### config.mk
export PLATFORM = sky130hd
export DESIGN_NAME = bounded_priority_queue
export DESIGN_NICKNAME = d
export VERILOG_FILES = /design/src/design/bpq_pkg.sv /design/src/design/bpq_cell.sv /design/src/design/bounded_priority_queue.sv
export SDC_FILE = /design/constraint.sdc
export NUM_CORES = 2
export LEC_CHECK = 0
export ABC_CLOCK_PERIOD_IN_PS = 11900
export BUFFER_PORTS_ARGS = -buffer_cell sky130_fd_sc_hd__buf_2
export CAP_MARGIN = 20
export CORE_MARGIN = 1
export CORE_UTILIZATION = 30
export CTS_CLUSTER_DIAMETER = 200
export DETAILED_ROUTE_END_ITERATION = 12
export PLACE_DENSITY_LB_ADDON = 0.05
export REMOVE_ABC_BUFFERS = 1
export SYNTH_ARGS = -nofsm -noshare
export SYNTH_HDL_FRONTEND = slang
export SYNTH_SLANG_ARGS = --single-unit
### constraint.sdc
create_clock -name clk -period 11.9 [get_ports clk]
set_clock_uncertainty 0.2 [all_clocks]
set_input_delay 2.38 -clock clk [delete_from_list [all_inputs] [get_ports clk]]
set_output_delay 2.38 -clock clk [all_outputs]
set_load 0.05 [all_outputs]
### src/design/bpq_pkg.sv
// shared types and constants of the bounded priority queue
package bpq_pkg;

    localparam int SLOTS_DEF  = 16;
    localparam int VALUE_W    = 32;
    localparam int PRIO_W     = 8;
    localparam int STATUS_W   = 2;

    localparam logic ACT_ENQ = 1'b0;
    localparam logic ACT_DEQ = 1'b1;

    localparam logic [STATUS_W-1:0] ST_OK        = 2'd0;
    localparam logic [STATUS_W-1:0] ST_OVERFLOW  = 2'd1;
    localparam logic [STATUS_W-1:0] ST_UNDERFLOW = 2'd2;

    typedef struct packed {
        logic signed [VALUE_W-1:0] value;
        logic        [PRIO_W-1:0]  prio;
    } entry_t;

    typedef struct packed {
        logic   enq;
        logic   deq;
        entry_t item;
    } cmd_t;

endpackage

### src/design/bpq_cell.sv
// one slot of the sorted chain: insert by priority, shift toward the head on removal
module bpq_cell
(
    input  logic           clk,
    input  bpq_pkg::cmd_t  cmd,
    input  logic           valid,
    input  logic           left_stay,
    input  bpq_pkg::entry_t left_data,
    input  bpq_pkg::entry_t right_data,
    output bpq_pkg::entry_t data,
    output logic           stay
);

    bpq_pkg::entry_t data_reg;
    bpq_pkg::entry_t data_next;

    // entry stays put on insert when it is served no later than the new one
    assign stay = valid && (data_reg.prio >= cmd.item.prio);
    assign data = data_reg;

    always_comb
    begin
        data_next = data_reg;
        if (cmd.enq)
        begin
            if (stay)
            begin
                data_next = data_reg;
            end
            else if (left_stay)
            begin
                data_next = cmd.item;
            end
            else
            begin
                data_next = left_data;
            end
        end
        else if (cmd.deq)
        begin
            data_next = right_data;
        end
    end

    always_ff @(posedge clk)
    begin
        data_reg <= data_next;
    end

endmodule

### src/design/bounded_priority_queue.sv
// top level of the bounded priority queue built as a sorted chain of cells
//
// A command beat is taken at a rising edge with start high and busy low.
// action low enqueues item_value with item_priority; action high dequeues the
// entry of highest priority, the oldest among equal priorities.
// Every command gives one result beat: done is high for exactly one cycle,
// the cycle right after the command, with status, out_value and occupancy.
// busy is high during that result cycle, so the block takes no new command until
// the result beat of the last one is shown; the chain itself settles in the
// cycle after acceptance, as every cell compares its own priority with
// the broadcast item and moves data one slot at most.
// An enqueue on a full queue gives overflow and leaves the queue unchanged;
// a dequeue on an empty queue gives underflow. out_value is zero except on a
// successful dequeue.
// Reset empties the queue and drops any pending result; entry contents are
// not cleared, the fill count alone marks which slots hold data.
// The receiver cannot stall: a result beat is shown once and not held.
module bounded_priority_queue
#(
    parameter int SLOTS = bpq_pkg::SLOTS_DEF,
    localparam int CW   = $clog2(SLOTS + 1)
)
(
    input  logic                                 clk,
    input  logic                                 rst_n,
    input  logic                                 start,
    output logic                                 busy,
    input  logic                                 action,
    input  logic signed [bpq_pkg::VALUE_W-1:0]   item_value,
    input  logic        [bpq_pkg::PRIO_W-1:0]    item_priority,
    output logic                                 done,
    output logic        [bpq_pkg::STATUS_W-1:0]  status,
    output logic signed [bpq_pkg::VALUE_W-1:0]   out_value,
    output logic        [CW-1:0]                 occupancy
);

    localparam logic [CW-1:0] FULL = CW'(SLOTS);

    logic                                count_reg;
    logic [CW-1:0]                       cnt_reg;
    logic [CW-1:0]                       cnt_next;
    logic                                done_reg;
    logic [bpq_pkg::STATUS_W-1:0]        status_reg;
    logic [bpq_pkg::STATUS_W-1:0]        status_next;
    logic signed [bpq_pkg::VALUE_W-1:0]  out_value_reg;
    logic signed [bpq_pkg::VALUE_W-1:0]  out_value_next;
    logic [CW-1:0]                       occupancy_reg;

    logic            accept;
    logic            is_full;
    logic            is_empty;
    bpq_pkg::cmd_t   cmd;
    bpq_pkg::entry_t cell_data [SLOTS];
    logic [SLOTS-1:0] cell_stay;
    logic [SLOTS-1:0] cell_valid;

    assign accept   = start && !busy;
    assign is_full  = (cnt_reg == FULL);
    assign is_empty = (cnt_reg == '0);

    assign cmd.enq        = accept && (action == bpq_pkg::ACT_ENQ) && !is_full;
    assign cmd.deq        = accept && (action == bpq_pkg::ACT_DEQ) && !is_empty;
    assign cmd.item.value = item_value;
    assign cmd.item.prio  = item_priority;

    // slot i holds data when it lies below the fill count
    always_comb
    begin
        for (int i = 0; i < SLOTS; i++)
        begin
            cell_valid[i] = (CW'(i) < cnt_reg);
        end
    end

    for (genvar g = 0; g < SLOTS; g++)
    begin : g_cell
        bpq_pkg::entry_t left_d;
        bpq_pkg::entry_t right_d;
        logic            left_s;

        if (g == 0)
        begin : g_head
            assign left_s = 1'b1;
            assign left_d = cmd.item;
        end
        else
        begin : g_body
            assign left_s = cell_stay[g-1];
            assign left_d = cell_data[g-1];
        end

        if (g == SLOTS - 1)
        begin : g_tail
            assign right_d = cell_data[g];
        end
        else
        begin : g_inner
            assign right_d = cell_data[g+1];
        end

        bpq_cell u_cell
        (
            .clk        (clk),
            .cmd        (cmd),
            .valid      (cell_valid[g]),
            .left_stay  (left_s),
            .left_data  (left_d),
            .right_data (right_d),
            .data       (cell_data[g]),
            .stay       (cell_stay[g])
        );
    end

    always_comb
    begin
        cnt_next       = cnt_reg;
        status_next    = bpq_pkg::ST_OK;
        out_value_next = '0;
        if (action == bpq_pkg::ACT_ENQ)
        begin
            if (is_full)
            begin
                status_next = bpq_pkg::ST_OVERFLOW;
            end
            else
            begin
                cnt_next = cnt_reg + CW'(1);
            end
        end
        else
        begin
            if (is_empty)
            begin
                status_next = bpq_pkg::ST_UNDERFLOW;
            end
            else
            begin
                cnt_next       = cnt_reg - CW'(1);
                out_value_next = cell_data[0].value;
            end
        end
    end

    always_ff @(posedge clk or negedge rst_n)
    begin
        if (!rst_n)
        begin
            cnt_reg   <= '0;
            done_reg  <= 1'b0;
            count_reg <= 1'b0;
        end
        else
        begin
            done_reg  <= accept;
            count_reg <= accept && (cmd.enq || cmd.deq);
            if (accept)
            begin
                cnt_reg <= cnt_next;
            end
        end
    end

    always_ff @(posedge clk)
    begin
        if (accept)
        begin
            status_reg    <= status_next;
            out_value_reg <= out_value_next;
            occupancy_reg <= cnt_next;
        end
    end

    assign busy      = done_reg;
    assign done      = done_reg;
    assign status    = status_reg;
    assign out_value = out_value_reg;
    assign occupancy = occupancy_reg;

    a_count_range: assert property (@(posedge clk) disable iff (!rst_n)
        cnt_reg <= FULL)
        else $error("fill count beyond capacity");

    a_result_follows: assert property (@(posedge clk) disable iff (!rst_n)
        accept |=> done && !accept)
        else $error("result beat missing after command");

    a_occ_matches: assert property (@(posedge clk) disable iff (!rst_n)
        done |-> occupancy == cnt_reg)
        else $error("reported occupancy differs from fill count");

    a_count_moves: assert property (@(posedge clk) disable iff (!rst_n)
        done && (status == bpq_pkg::ST_OK) |-> count_reg && $past(cnt_reg) != cnt_reg)
        else $error("successful command left fill count unchanged");

endmodule

Word-level counts from Yosys, hierarchy flattened
Index checks and enable logic that the tools add are counted.
- reductions and logical operators: 43
- bitwise logic cells: 2
- order comparisons: 32
- muxes and demuxes: 66
- equality and inequality tests: 16
- add/subtract/negate cells: 2
- operators by type and width (cell ; count):
    $mux 40 ; 60
    $ge 8x8->1 ; 16
    $lt 4x5->1 const A ; 8
    $reduce_and 2->1 ; 16
    $ne 2x2->1 const B ; 15
    $logic_and 1x1->1 ; 21
    $lt 3x5->1 const A ; 4
    $mux 5 ; 3
    $lt 1x5->1 const A ; 2
    $lt 2x5->1 const A ; 2
    $add 5x1->5 const B ; 1
    $eq 5x5->1 const B ; 1
    $logic_not 5->1 ; 1
    $sub 5x1->5 const B ; 1
    $mux 2 ; 2
    $logic_not 1->1 ; 3
    $not 1->1 ; 2
    $reduce_bool 2->1 ; 1
    $reduce_or 2->1 ; 1
    $mux 1 ; 1
- bits in registers: 685
- output and inout bits: 41
- input port bits: 44

Longest topological paths before layout
- depth in word-level cells: 6
- depth in mapped cells: 10
- depth with buffers taken out: 7

Hierarchy
Synthesis repeated with hierarchy kept, for this count alone.
- cells, all modules: 3419
- area, all modules: 38024.0 µm²
- modules (own cells, without submodules) (module ; area an instance (µm²) ; cells each ; instances):
    bpq_cell ; 2245.9 ; 203 ; 16
    bounded_priority_queue ; 2089.5 ; 171 ; 1

Least setup slack after synthesis
Ideal clock, no wire load.
- kind: input port to flip-flop
- start point: input item_priority[7] (netlist name)
- end point: register g_cell[0].u_cell.data_reg, in the netlist g_cell[0].u_cell.data[0], enable pin
- library setup time: 0.493 ns
- required time: 11.207 ns
- arrival: 6.911 ns
- slack: 4.296 ns
- stages: 9
- cell sequence: inv_1 > ha_1 > and2_1 > a221oi_1 > o21ai_1 > and2_1 > buf_1 > clkbuf_1 > o21ai_0
- longest elaborated chain between the ends: 4
- ends and longest elaborated chain (item ; line ; source):
    from (decl) ; bounded_priority_queue.sv:30 ; input logic [bpq_pkg::PRIO_W-1:0] item_priority,
    $ge 8x8->1 ; bpq_cell.sv:18 ; assign stay = valid && (data_reg.prio >= cmd.item.prio);
    $logic_and 1x1->1 ; bpq_cell.sv:18 ;
    $ne 2x2->1 (no line) ; - ;
    $reduce_and 2->1 (no line) ; - ;
    to (signal assigned) ; bpq_cell.sv:47 ; data_reg <= data_next;
    to (decl) ; bpq_cell.sv:14 ; bpq_pkg::entry_t data_reg;
No other way between the ends.
A chain may end at the register's enable or synchronous reset.

==> out/qor.txt <==
Total Routing Usage GR -> 17.7%
# setup viols final -> 0
Pleak -> 14.6 nW
Critical Path RT -> 12.23 ns
Pre-antenna DRT Iters -> 10
post-synthesis cell count -> 3257
maximum VDD drop -> 0.132 mV
CTS buffer count -> 86
Tmin final -> 5.40 ns
top-count cell post-synth -> edfxtp_1
Port Buffers -> 84
post-synthesis adder-cell area fraction -> 4.42%
Setup crit end -> g_cell[5].u_cell.data[25]
largest family of logic cells by synthesized area -> compound AO/OA/AOI/OAI gates
Mapped Area -> 37400 sq um
vias in the first global route -> 27100
crit path kind -> primary input to flop
CTS tree -> yes
Synth Area per Inst -> 11.5 sq um
mux cell area share after synthesis -> 1.33%
Seq cells post-synth -> 685
Hold Buf Count CTS -> 0
per-cell routed wire length -> 23.7 um
Hold WC Path Type -> flop to flop
area leader, netlist -> edfxtp_1
Vias -> 27200
worst r2r path cells -> 9
pre-CTS WS -> 5.71 ns
Tcrit/Tclk final -> 45.4%
worst-skew pair later-pin latency -> 0.67 ns
Top Family by Delay on Critical Path -> buffers and inverters
Yosys cell types -> 51
top-area cell type share of the netlist area -> 54.6%
sequential-to-total area share from yosys stat -> 55.0%
ranking of synthesized cells by area -> edfxtp_1 55%, a221o_1 15%, a21oi_1 7.0%
Post CTS Setup Buffer Count -> 0
1st-iter DRT viols -> 2652
CTS max path bufs -> 3
Max Cap Viol -> 0
Worst setup SP type -> primary input
gp weighted congestion -> 0.792
Final TNS setup -> 0 ns
Pwr Density -> 204 nW/um^2
grt total ovfl -> 0
Crit path largest cell delay -> 0.82 ns
final hold slack -> 0.347 ns
CTS resizes -> 0
FF-to-FF End -> g_cell[5].u_cell.data[25]
most used cell, CP -> buf_4
simple-gate portion of the synthesized area -> 8.18%
Sink Count -> 685
Worst slew margin -> 18.6%
die area -> 126000 sq um
core area -> 124000 sq um
via/cell ratio -> 5.67
DRC -> 0
Compound-Gate Fraction of Synth Area -> 25.5%
antenna violations before repair -> 0
synth warn -> 0
nets -> 3280
Area growth syn-to-layout -> 11.0%
Root Driver -> clkbuf_16
CP Max Fanout -> 154
Crit-path slowest cell -> buf_4
DP HPWL -> 78.5 mm
commonest cells in the netlist -> 679 x edfxtp_1, 559 x a221o_1, 520 x a21oi_1
crit end category -> flop
worst setup margin -> 6.50 ns
CP Buf/Inv Count -> 4
Critical Path Source -> action
max-slew violation count -> 0
io pins -> 85
Die W -> 355 um
Critical Path AT -> 5.73 ns
max FFs per register -> 640
Placed Cells -> 4651
non-filler instance count after layout -> 4806
XOR/XNOR Fraction of Synth Area -> 0.0938%
Die Height -> 355 um
RSZ-0062 raised after global routing -> no
Post-synth EDFFs -> 679
H-Tree Depth -> 3
share of layout cells above drive strength 1 -> 11.5%
Max Clk Rate -> 185 MHz
FFs w/ async S/R, synth -> 0.876%
diode count -> 0
reg2reg start -> cnt_reg[1]
largest net degree at the start of global routing -> 189
Most used DFF post-synth -> edfxtp_1
reg2reg setup slack -> 7.31 ns
status -> finished clean
crit-path cells -> buf_2 -> a311oi_4 -> buf_12 -> buf_4 -> buf_4 -> nand2_1 -> a21oi_1 -> a221o_1
Finished Core Util -> 33.5%
Post-DRT Antenna Nets -> 0
Starting Density -> 30.2%
Levels on crit path -> 8
Worst-Margin Slew -> 1.22 ns
Total Wirelength -> 114 mm
Clock Pin Slew Worst Setup and Hold Paths -> 0.06 ns
first-pass GRT wire length -> 177 mm
Rows -> 129
Hold Vio Cnt, Final -> 0
-- worst reg2reg max path: cells and delay by family, from the launching register on --
family          cells  cell delay, ns
buf+inv             4            2.48
compound gates      3            0.64
flops               1            0.59
fa+ha+maj           1            0.39
simple gates        1            0.16
-- worst min path at each step --
stage | startpoint | endpoint | slack, ns | depth (start not counted)
final | g_cell[15].u_cell.data[26] | g_cell[14].u_cell.data[26] | 0.35 | 1
after global routing | g_cell[15].u_cell.data[21] | g_cell[14].u_cell.data[21] | 0.36 | 1
after CTS | g_cell[15].u_cell.data[26] | g_cell[14].u_cell.data[26] | 0.35 | 1
after detailed placement | g_cell[15].u_cell.data[36] | g_cell[14].u_cell.data[36] | 0.33 | 1
after global placement | g_cell[15].u_cell.data[18] | g_cell[14].u_cell.data[18] | 0.34 | 1
after floorplan | g_cell[1].u_cell.data[10] | g_cell[0].u_cell.data[10] | 0.32 | 1
-- metal layers --
| layer | vias to the layer above | global-route usage, % | routed length, um |
|---|---|---|---|
| met5 | - | 0 | 0 |
| met4 | 0 | 3.80 | 1580 |
| met3 | 110 | 2.69 | 7070 |
| met2 | 924 | 24.8 | 46600 |
| met1 | 13500 | 28.1 | 58600 |
| li1 | 12700 | - | - |
-- layout by cell type, fill, tap and decap left out, types with 3 or more instances in the layout --
| master | Yosys | layout |
|---|---|---|
| buf_2 | 119 | 84 |
| mux2_2 | 44 | 44 |
| a21oi_1 | 520 | 519 |
| a211o_1 | 13 | 13 |
| clkinv_2 | 0 | 9 |
| o21ai_2 | 0 | 15 |
| nor2_2 | 0 | 5 |
| o2111ai_1 | 13 | 13 |
| a221o_1 | 559 | 559 |
| clkbuf_1 | 200 | 20 |
| nor2_1 | 17 | 12 |
| buf_4 | 73 | 76 |
| nand2_1 | 519 | 519 |
| and3_1 | 73 | 73 |
| buf_12 | 0 | 3 |
| bufinv_16 | 0 | 4 |
| clkinv_1 | 0 | 25 |
| clkbuf_16 | 0 | 87 |
| a221oi_1 | 15 | 15 |
| dfrtp_1 | 6 | 6 |
| ha_1 | 132 | 132 |
| nand3_1 | 5 | 5 |
| o21ai_0 | 19 | 5 |
| o21ai_4 | 0 | 14 |
| a21o_1 | 60 | 60 |
| and2_1 | 57 | 56 |
| nand2b_1 | 18 | 18 |
| inv_1 | 26 | 26 |
| inv_6 | 0 | 3 |
| edfxtp_1 | 679 | 679 |
| a211oi_1 | 13 | 13 |
| a31oi_1 | 14 | 14 |
-- report_power, final --
part,switching [mW],internal [mW],leakage (nW)
sequential,0.290,3.25,6.50
clock,1.07,1.44,1.28
combinational,1.65,0.750,6.86
total,3.01,5.44,14.6
-- stage by stage --
| stage | instance area [sq um] | total power [mW] |
|---|---|---|
| 6_report | 41500 | 8.45 |
| 5_1_grt | 41500 | 8.89 |
| 4_1_cts | 41400 | 8.56 |
| 3_5_place_dp | 38800 | 6.01 |
| 3_3_place_gp | 38800 | 5.92 |
| 2_1_floorplan | 35400 | 5.16 |
-- final cells by class --
type                    instances  area (sq um)
clock buffers                 109          2280
clock inverters                44           352
fillers                     12500         82200
inverters                      27           101
multi-input cells            2139         15100
flip-flops and latches        685         20500
well taps                    1637          2050
repair buffers                165          1090
-- cells by family (layout without fill, tap and decap cells) --
logic type                 Yosys count  count (layout)
muxes                               44              44
buffers and inverters              433             345
xor gates and xnor gates             4               4
adders and majority gates          132             132
and+or+nand+nor                    701             701
DFF                                685             685
AOI/OAI and AO/OA                 1258            1258
No activity file was read; power rests on OpenSTA's default activity.
